**src/rtl/pts_pkg.sv**
```systemverilog
// Shared types and codes for the periodic turner sequencer.
package pts_pkg;

   typedef enum logic [2:0] {
      MODE_IDLE     = 3'd0,
      MODE_FORWARD  = 3'd1,
      MODE_PAUSE    = 3'd2,
      MODE_REVERSE  = 3'd3,
      MODE_DISABLED = 3'd4
   } mode_type;

   typedef enum logic [1:0] {
      CMD_UPDATE = 2'd0,
      CMD_STOP   = 2'd1,
      CMD_FORCE  = 2'd2,
      CMD_NONE   = 2'd3
   } cmd_type;

   typedef enum logic [1:0] {
      CSR_INTERVAL = 2'd0,
      CSR_DRIVE    = 2'd1,
      CSR_PAUSE    = 2'd2,
      CSR_DUTY     = 2'd3
   } csr_addr_type;

   // bridge pins: bit 0 pin_a, bit 1 pin_b
   localparam logic [1:0] DIR_OFF = 2'b00;
   localparam logic [1:0] DIR_FWD = 2'b01;
   localparam logic [1:0] DIR_REV = 2'b10;

   localparam logic [31:0] INTERVAL_RESET = 32'd7200000;
   localparam logic [31:0] DRIVE_RESET    = 32'd5000;
   localparam logic [31:0] PAUSE_RESET    = 32'd1000;
   localparam logic [7:0]  DUTY_RESET     = 8'd200;

   localparam int REQ_DATA_W = 40;
   localparam int RSP_DATA_W = 64;

endpackage

```
**src/rtl/periodic_turner_sequencer.sv**
```systemverilog
// Periodic turner sequencer: timed forward/pause/reverse motor cycle per timestamp item.
// Accepted items pass through the input register, then the result register.
// Throughput: one item per cycle while results are taken; the state update is one subtract and compare per item.
// The input stage advances whenever the result register is empty or being taken.
// Reset (synchronous, active high) returns the mode to idle, clears turn count and times,
// stops the motor and restores the configuration registers to their defaults.
module periodic_turner_sequencer (
   input  logic        clock,
   input  logic        reset,
   // configuration
   input  logic        csr_we,
   input  logic [1:0]  csr_addr,
   input  logic [31:0] csr_wdata,
   // input items
   input  logic        req_tvalid,
   output logic        req_tready,
   input  logic [39:0] req_tdata,  // enable[0], now_ms[32:1], zero[39:33]
   input  logic [1:0]  req_tuser,  // cmd[1:0]
   // result items
   output logic        rsp_tvalid,
   input  logic        rsp_tready,
   output logic [63:0] rsp_tdata   // pin_a[0], pin_b[1], duty[9:2], mode[12:10],
                                   // running[13], disabled[14], turns_done[30:15],
                                   // last_turn_ms[62:31], zero[63]
);

   // configuration registers
   logic [31:0] interval_ff, drive_ff, pause_ff;
   logic [7:0]  duty_cfg_ff;

   // input stage
   logic        in_valid_ff;
   pts_pkg::cmd_type in_cmd_ff;
   logic        in_en_ff;
   logic [31:0] in_now_ff;

   // sequencer state
   pts_pkg::mode_type mode_ff, mode_in;
   logic [31:0] last_ff, last_in;
   logic [31:0] start_ff, start_in;
   logic [15:0] turn_ff, turn_in;
   logic        was_en_ff, was_en_in;
   logic [1:0]  dir_ff, dir_in;
   logic [7:0]  duty_ff, duty_in;

   // result register
   logic        rsp_valid_ff;
   logic [pts_pkg::RSP_DATA_W-1:0] rsp_data_ff, rsp_data_in;

   logic advance, fire;

   // step evaluation helpers
   pts_pkg::mode_type m0;
   logic [31:0] s0, l0, since, limit, diff;
   logic        hit;

   assign advance    = !rsp_valid_ff || rsp_tready;
   assign fire       = in_valid_ff && advance;
   assign req_tready = !in_valid_ff || advance;
   assign rsp_tvalid = rsp_valid_ff;
   assign rsp_tdata  = rsp_data_ff;

   always_ff @(posedge clock) begin
      if (reset) begin
         interval_ff <= pts_pkg::INTERVAL_RESET;
         drive_ff    <= pts_pkg::DRIVE_RESET;
         pause_ff    <= pts_pkg::PAUSE_RESET;
         duty_cfg_ff <= pts_pkg::DUTY_RESET;
      end else if (csr_we) begin
         unique case (pts_pkg::csr_addr_type'(csr_addr))
            pts_pkg::CSR_INTERVAL: interval_ff <= csr_wdata;
            pts_pkg::CSR_DRIVE:    drive_ff    <= csr_wdata;
            pts_pkg::CSR_PAUSE:    pause_ff    <= csr_wdata;
            pts_pkg::CSR_DUTY:     duty_cfg_ff <= csr_wdata[7:0];
            default: ;
         endcase
      end
   end

   always_ff @(posedge clock) begin
      if (reset) begin
         in_valid_ff <= 1'b0;
      end else if (req_tready) begin
         in_valid_ff <= req_tvalid;
      end
      if (req_tready && req_tvalid) begin
         in_cmd_ff <= pts_pkg::cmd_type'(req_tuser);
         in_en_ff  <= req_tdata[0];
         in_now_ff <= req_tdata[32:1];
      end
   end

   always_ff @(posedge clock) begin
      if (reset) begin
         mode_ff   <= pts_pkg::MODE_IDLE;
         last_ff   <= '0;
         start_ff  <= '0;
         turn_ff   <= '0;
         was_en_ff <= 1'b0;
         dir_ff    <= pts_pkg::DIR_OFF;
         duty_ff   <= '0;
      end else if (fire) begin
         mode_ff   <= mode_in;
         last_ff   <= last_in;
         start_ff  <= start_in;
         turn_ff   <= turn_in;
         was_en_ff <= was_en_in;
         dir_ff    <= dir_in;
         duty_ff   <= duty_in;
      end
   end

   always_ff @(posedge clock) begin
      if (reset) begin
         rsp_valid_ff <= 1'b0;
      end else if (fire) begin
         rsp_valid_ff <= 1'b1;
      end else if (rsp_tready) begin
         rsp_valid_ff <= 1'b0;
      end
      if (fire) begin
         rsp_data_ff <= rsp_data_in;
      end
   end

   // enable-high update: leave disabled, restart the interval on a fresh enable
   always_comb begin
      m0 = (mode_ff == pts_pkg::MODE_DISABLED) ? pts_pkg::MODE_IDLE : mode_ff;
      s0 = (mode_ff == pts_pkg::MODE_DISABLED) ? in_now_ff : start_ff;
      l0 = ((mode_ff == pts_pkg::MODE_DISABLED) || !was_en_ff) ? in_now_ff : last_ff;
      since = (m0 == pts_pkg::MODE_IDLE) ? l0 : s0;
      case (m0)
         pts_pkg::MODE_IDLE:  limit = interval_ff;
         pts_pkg::MODE_PAUSE: limit = pause_ff;
         default:             limit = drive_ff;
      endcase
      diff = in_now_ff - since;
      hit  = (diff >= limit);
   end

   always_comb begin
      mode_in   = mode_ff;
      last_in   = last_ff;
      start_in  = start_ff;
      turn_in   = turn_ff;
      was_en_in = was_en_ff;
      dir_in    = dir_ff;
      duty_in   = duty_ff;
      unique case (in_cmd_ff)
         pts_pkg::CMD_UPDATE: begin
            if (!in_en_ff) begin
               if (mode_ff != pts_pkg::MODE_DISABLED) begin
                  mode_in  = pts_pkg::MODE_DISABLED;
                  start_in = in_now_ff;
                  dir_in   = pts_pkg::DIR_OFF;
                  duty_in  = '0;
               end
               was_en_in = 1'b0;
            end else begin
               was_en_in = 1'b1;
               mode_in   = m0;
               start_in  = s0;
               last_in   = l0;
               if (hit) begin
                  start_in = in_now_ff;
                  unique case (m0)
                     pts_pkg::MODE_IDLE: begin
                        mode_in = pts_pkg::MODE_FORWARD;
                        dir_in  = pts_pkg::DIR_FWD;
                        duty_in = duty_cfg_ff;
                     end
                     pts_pkg::MODE_FORWARD: begin
                        mode_in = pts_pkg::MODE_PAUSE;
                        dir_in  = pts_pkg::DIR_OFF;
                        duty_in = '0;
                     end
                     pts_pkg::MODE_PAUSE: begin
                        mode_in = pts_pkg::MODE_REVERSE;
                        dir_in  = pts_pkg::DIR_REV;
                        duty_in = duty_cfg_ff;
                     end
                     pts_pkg::MODE_REVERSE: begin
                        mode_in = pts_pkg::MODE_IDLE;
                        dir_in  = pts_pkg::DIR_OFF;
                        duty_in = '0;
                        last_in = in_now_ff;
                        turn_in = turn_ff + 16'd1;
                     end
                     default: start_in = s0;
                  endcase
               end
            end
         end
         pts_pkg::CMD_STOP: begin
            mode_in  = pts_pkg::MODE_IDLE;
            start_in = in_now_ff;
            dir_in   = pts_pkg::DIR_OFF;
            duty_in  = '0;
         end
         pts_pkg::CMD_FORCE: begin
            mode_in  = pts_pkg::MODE_DISABLED;
            start_in = in_now_ff;
            dir_in   = pts_pkg::DIR_OFF;
            duty_in  = '0;
         end
         default: ;
      endcase

      rsp_data_in = {1'b0, last_in, turn_in,
                     (mode_in == pts_pkg::MODE_DISABLED),
                     (mode_in == pts_pkg::MODE_FORWARD) || (mode_in == pts_pkg::MODE_REVERSE),
                     mode_in, duty_in, dir_in[1], dir_in[0]};
   end

   // bridge pins follow the mode
   a_pins_idle: assert property (@(posedge clock) disable iff (reset)
      (mode_ff != pts_pkg::MODE_FORWARD && mode_ff != pts_pkg::MODE_REVERSE)
         |-> (dir_ff == pts_pkg::DIR_OFF && duty_ff == 8'd0))
      else $error("motor driven outside a drive step");

   a_pins_fwd: assert property (@(posedge clock) disable iff (reset)
      (mode_ff == pts_pkg::MODE_FORWARD) |-> (dir_ff == pts_pkg::DIR_FWD))
      else $error("forward step without forward pin");

   a_pins_rev: assert property (@(posedge clock) disable iff (reset)
      (mode_ff == pts_pkg::MODE_REVERSE) |-> (dir_ff == pts_pkg::DIR_REV))
      else $error("reverse step without reverse pin");

   // the turn count moves only on reverse -> idle, by one
   a_turn_step: assert property (@(posedge clock) disable iff (reset)
      (!$past(reset) && turn_ff != $past(turn_ff))
         |-> ($past(mode_ff) == pts_pkg::MODE_REVERSE && mode_ff == pts_pkg::MODE_IDLE
              && turn_ff == $past(turn_ff) + 16'd1))
      else $error("turn count changed outside a completed turn");

endmodule

```
**config.mk**
```make
export PLATFORM = sky130hd
export DESIGN_NAME = periodic_turner_sequencer
export DESIGN_NICKNAME = d
export VERILOG_FILES = /design/src/rtl/pts_pkg.sv /design/src/rtl/periodic_turner_sequencer.sv
export SDC_FILE = /design/constraint.sdc
export NUM_CORES = 1
export LEC_CHECK = 0
export BUFFER_PORTS_ARGS = -buffer_cell sky130_fd_sc_hd__buf_2
export CAP_MARGIN = 20
export CORE_AREA = 3 3 198 200
export CTS_CLUSTER_SIZE = 14
export DETAILED_ROUTE_END_ITERATION = 16
export DIE_AREA = 0 0 201 203
export GPL_ROUTABILITY_DRIVEN = 0
export PLACE_DENSITY = 0.58
export REMOVE_ABC_BUFFERS = 1
export SYNTH_ARGS = -nofsm -noshare
export SYNTH_HDL_FRONTEND = slang
export SYNTH_SLANG_ARGS = --single-unit
```
**constraint.sdc**
```tcl
create_clock -name clock -period 7.3 [get_ports clock]
set_input_delay 1.46 -clock clock [delete_from_list [all_inputs] [get_ports clock]]
set_output_delay 1.46 -clock clock [all_outputs]
set_load 0.02 [all_outputs]
```
==> results of run 1 <==
[state kept, by name, summed over array words and instances (netlist names)]
register,cells
in_en_ff,1
mode_ff,3
rsp_tdata,63
in_valid_ff,1
duty_ff,8
interval_ff,32
in_cmd_ff,2
rsp_tvalid,1
duty_cfg_ff,8
in_now_ff,32
pause_ff,32
last_ff,32
turn_ff,16
start_ff,32
was_en_ff,1
drive_ff,32
dir_ff,2
[path summary, 6_finish.rpt]
path              slack (ps)            to
hold / removal           450  pause_ff[18]
hold reg to reg          450  pause_ff[18]
setup reg to reg         590  rsp_tdata[4]
setup / recovery         590  rsp_tdata[4]
[layer usage]
metal | track usage | vias to the layer above | routed length (um)
li1 | - | 6073 | -
met1 | 0.236 | 5650 | 17000
met2 | 0.316 | 236 | 18300
met3 | 0.0276 | 64 | 1570
met4 | 0.0637 | 2 | 973
met5 | 0 | - | 12
[final cells by class]
class | count | share of cell area
clock buffers | 50 | 0.0599
well taps | 511 | 0.0371
repair buffers | 156 | 0.0490
inverters | 13 | 0.00283
flip-flops and latches | 298 | 0.403
clock inverters | 16 | 0.0107
multi-input cells | 1276 | 0.438
[power by group through the flow]
stage	combinational [mW]	sequential (mW)	clock, mW
2_1_floorplan	0.390	1.87	0
3_3_place_gp	0.596	1.85	0
3_5_place_dp	0.607	1.85	0
4_1_cts	0.611	1.82	1.89
5_1_grt	0.683	1.83	1.95
6_report	0.607	1.82	1.82
[cells in the final DEF, fill, tap and decap left out, types with 4 or more instances in the layout]
master	instances
mux2_2	34
o21a_1	5
and2_1	6
clkbuf_1	6
ha_1	67
nor4b_1	4
or2_2	6
nand2_1	378
clkinv_2	7
nor2_1	117
or4_1	5
a22o_1	16
edfxtp_1	98
o21ai_0	23
and3_1	11
buf_2	137
nand2b_1	70
a21o_1	37
mux2i_1	33
a31oi_1	4
nor3_1	12
nand3_1	13
a21oi_2	4
nand3b_1	25
clkbuf_8	8
dfxtp_1	199
nor2b_1	7
clkbuf_16	36
o22ai_1	33
xnor2_1	32
nand4_1	11
a21oi_1	249
inv_1	12
xor2_1	19
buf_4	17
[critical path, stage by stage, from the launching register on]
cell      delay [ps]
dfxtp_1          350
nor2_1            70
nand2_1          110
and2_1           530
buf_12           230
nand2_1           70
a21oi_1          130
a21oi_1           70
ha_1             410
nand2_1           70
o21ai_0          330
a21oi_1          160
nor3b_1          260
a221oi_2         120
o21ai_1          310
nand3_1          210
a221o_1          370
xor2_1           180
ha_1             310
nand4_1          120
nor2_1           150
nand2_1           80
o21ai_1          170
buf_4            250
nand2_1          300
nor3_1           930
a22o_1           260
[cells by family after synthesis]
logic type	share of synthesized area
buffers and inverters	0.0331
multiplexers	0.0477
XOR/XNOR	0.0299
flip-flops	0.465
AND/OR/NAND/NOR	0.204
adder cells (fa/ha/maj)	0.0574
other	0.000251
AO/OA/AOI/OAI	0.163
[metrics by stage]
step | util | TNS [ps]
after floorplan | - | -81600
after global placement | 0.427 | 0
after detailed placement | 0.427 | 0
after CTS | 0.459 | 0
after global routing | 0.459 | 0
final | 0.459 | 0
==> flow_summary.ini, run 1 <==
[floorplanning]
initial_core_util = 0.398
io_pins = 147
dieHeight_um = 203
die_width_um = 201
rows = 71
dieArea_um2 = 40800
core_area_um2 = 37600

[final_layout]
drive_gt1_frac = 0.155
stdcell_count = 2320
nFillCells = 3648
antenna_cells = 0
synthToLayoutAreaGrowth_pct = 15.4
nNetsFinal = 1930
multi_input_area_um2 = 7550
design_area_um2 = 17300
ff_latch_area_um2 = 6950

[global_route]
grt_pass1_vias = 11800
grt.overflow.total = 0
track_usage = 0.184
grt_max_degree = 132
antenna_found_initial = 2
grt_pass1_wl_um = 61500

[setup_path]
worst-endpoint-arrival_ps = 7130
crit_required_ps = 7730
critPathMaxFanout = 19
cp-end-kind = register
startpoint = mode_ff[0]
worst_r2r_startpoint = mode_ff[0]
critPathKind = reg -> reg
rr_worst_depth = 26
cp-start-kind = register

[clocking]
clk_latency_ps = 570
cts_setup_buffers = 0
htreeDepth = 2
cts_tree = yes
cts_resized = 0
root_buffer = clkbuf_16
ctsHoldBuffers = 0
clkTransAtPathRegs_ps = 60
numCtsBuffers = 36
clockBufferDepth = 3
cts.sinks = 298

[logic_synthesis]
synth_top_area_frac = 0.268
synth_seq_cells = 298
synth_ff_type = dfxtp_1
synthTopCellsByArea = dfxtp_1, edfxtp_1, nand2_1
ys_top_cells_by_count = nand2_1, a21oi_1, dfxtp_1, nor2_1, edfxtp_1
async_flop_share = 0
yosysMostFrequentCell = nand2_1
synth_edf_count = 98
ys_seq_area_frac = 0.465
synthDistinctLibCells = 67
synth_area_per_cell_um2 = 8.84
netlist_area_um2 = 15000
yosysTopAreaCell = dfxtp_1
syn_inst = 1692
yosysWarningCount = 0

[power]
seqPwrFrac = 0.428
comb_power_share = 0.143
clockPowerShare = 0.429
p_leak_nw = 6.96
p_sw_frac = 0.264
fin_total_pwr_mw = 4.25
p_switching_mw = 1.12
ir_drop_uv = 158
intPower_mw = 3.12
powerDensity_nw_per_um2 = 246

[routing]
post_drt_wl_per_cell_um = 16.3
vias = 12000
drc_errors = 0
vias_per_cell = 5.18
postRouteWirelength_um = 37800
dr.pass1.iters = 5
antenna_left = 0
drt_iter0_markers = 741

[timing]
slew_viol_final = 0
maxSlewHeadroom = 0.308
rsz0062_at_grt = no
hold_violations = 0
period_share = 0.919
max_freq_mhz = 149
worst_pin_slew_ps = 1030
min_period_ps = 6710
whs_ps = 453
skew_ps = 32.4
setup_slack_ps = 593
finalSetupViolations = 0

[placed_design]
io_buffers = 138
numPlacedInstances = 2254
dpl_cell_area_um2 = 16000
dp_worst_setup_slack_ps = 681
hpwl_um = 24800

[worst_hold_path]
holdPathStages = 2
min_from = pause_ff[18]
hp-class = reg -> reg

[status]
outcome = completed

[run]
max_cap_violations = 0
Power figures use the tool's default switching activity.
==> inputs of run 2 (changes only) <==
--- a/config.mk
+++ b/config.mk
@@ -7,12 +7,12 @@
 export LEC_CHECK = 0
 export BUFFER_PORTS_ARGS = -buffer_cell sky130_fd_sc_hd__buf_2
 export CAP_MARGIN = 20
-export CORE_AREA = 3 3 198 200
+export CORE_AREA = 3 3 183 185
 export CTS_CLUSTER_SIZE = 14
 export DETAILED_ROUTE_END_ITERATION = 16
-export DIE_AREA = 0 0 201 203
+export DIE_AREA = 0 0 186 188
 export GPL_ROUTABILITY_DRIVEN = 0
-export PLACE_DENSITY = 0.58
+export PLACE_DENSITY = 0.66
 export REMOVE_ABC_BUFFERS = 1
 export SYNTH_ARGS = -nofsm -noshare
 export SYNTH_HDL_FRONTEND = slang
==> run 2 against run 1 <==
  * Sequential share of layout area up 0.47 points
  * Utilization up 7.0 points
  * Non-clock buffer count up 1
  * Largest cell class unchanged
==> flow_summary.ini, run 2 (same netlist as run 1, synthesis figures left out) <==
[status]
outcome = completed

[clocking]
clockBufferDepth = 3
clk_latency_ps = 510
ctsHoldBuffers = 0
htreeDepth = 2
numCtsBuffers = 34
clkTransAtPathRegs_ps = 60
cts.sinks = 298
cts_tree = yes
cts_setup_buffers = 0
cts_resized = 0
root_buffer = clkbuf_16

[placed_design]
numPlacedInstances = 2152
io_buffers = 138
dpl_cell_area_um2 = 15900
hpwl_um = 23600
dp_worst_setup_slack_ps = 785

[final_layout]
synthToLayoutAreaGrowth_pct = 14.0
nNetsFinal = 1929
stdcell_count = 2214
design_area_um2 = 17100
mostFrequentLayoutCells = nand2_1, a21oi_1, dfxtp_1
utilization = 0.529
largest_register_ffs = 63
final_common_cell = nand2_1
nFillCells = 2970
drive_gt1_frac = 0.152

[global_route]
grt_max_degree = 134
antenna_found_initial = 2
grt_pass1_wl_um = 58700
grt.overflow.total = 0
track_usage = 0.204
grt_pass1_vias = 11600

[routing]
post_drt_wl_per_cell_um = 16.4
dr.pass1.iters = 5
drc_errors = 0
drt_iter0_markers = 846
vias = 12100
postRouteWirelength_um = 36300
antenna_left = 0
vias_per_cell = 5.44

[power]
p_sw_frac = 0.260
p_switching_mw = 1.08
comb_power_share = 0.148
ir_drop_uv = 154
powerDensity_nw_per_um2 = 243
intPower_mw = 3.06
seqPwrFrac = 0.439
clockPowerShare = 0.412
p_leak_nw = 6.91

[floorplanning]
io_pins = 147
core_area_um2 = 32200
rows = 66
dieArea_um2 = 35000
dieHeight_um = 188
initial_core_util = 0.464
die_width_um = 186

[timing]
hold_violations = 0
maxSlewHeadroom = 0.303
finalSetupViolations = 0
min_period_ps = 6660
max_freq_mhz = 150
setup_slack_ps = 639
period_share = 0.912
worst_pin_slew_ps = 1040
slew_viol_final = 0
skew_ps = 23.0
rsz0062_at_grt = no

[setup_path]
crit_required_ps = 7660
worst-endpoint-arrival_ps = 7020
cp-end-kind = register
critPathMaxFanout = 26
cp-start-kind = register
critPathKind = reg -> reg

[run]
max_cap_violations = 0

[worst_hold_path]
hp-class = reg -> reg
[run 2: power by group through the flow]
| stage | sequential [mW] | clock [mW] | combinational, mW |
|---|---|---|---|
| after floorplan | 1.87 | 0 | 0.390 |
| after global placement | 1.85 | 0 | 0.595 |
| after detailed placement | 1.85 | 0 | 0.609 |
| after CTS | 1.82 | 1.74 | 0.615 |
| after global routing | 1.83 | 1.82 | 0.686 |
| final | 1.82 | 1.71 | 0.614 |
[run 2: through the flow]
step                      power [mW]  TNS, ps  hold WS (ps)
final                           4.14        0           452
after global routing            4.33        0           465
after CTS                       4.18        0           454
after detailed placement        2.46        0           446
after global placement          2.45        0           441
after floorplan                 2.26   -81600           430
[run 2: critical path: stages (launching register included)]
cell	delay, ps
dfxtp_1	330
nor2_1	60
nand2_1	110
and2_1	480
buf_12	250
nand2_1	70
a21oi_1	140
a21oi_1	60
ha_1	350
a21o_1	190
a221o_1	420
a21oi_2	220
o21ai_1	180
a21o_1	220
a21o_1	220
a221oi_2	250
xnor2_1	110
ha_1	280
nand4_1	120
o21ai_0	410
a21oi_1	160
o21ai_1	260
buf_4	270
nand2_1	70
buf_4	200
nor3_1	840
a22o_1	240
[run 2: path summary, 6_finish.rpt]
kind	from	end	slack, ps	cells past startpoint
worst max-delay path	mode_ff[0]	rsp_tdata[9]	640	26
worst min-delay path	pause_ff[16]	pause_ff[16]	450	2
worst max register to register	mode_ff[0]	rsp_tdata[9]	640	26
worst min register to register	pause_ff[16]	pause_ff[16]	450	2
[run 2: area by class of cell]
type	count	area, um^2	area share
multi-input combinational	1276	7550	0.443
clock buffer	48	975	0.0572
antenna	1	2.50	0.000147
timing repair buffer	157	865	0.0507
inverter	13	48.8	0.00286
tap	408	510	0.0299
sequential	298	6950	0.407
clock inverter	13	149	0.00873
[run 2: layer usage]
layer	GRT usage	wire, um	vias up	share of wire
met1	0.264	16200	5684	0.45
met5	0	20	-	0.00055
met4	0.0501	689	2	0.019
met2	0.357	17800	251	0.49
met3	0.0289	1520	57	0.042
li1	-	-	6057	-
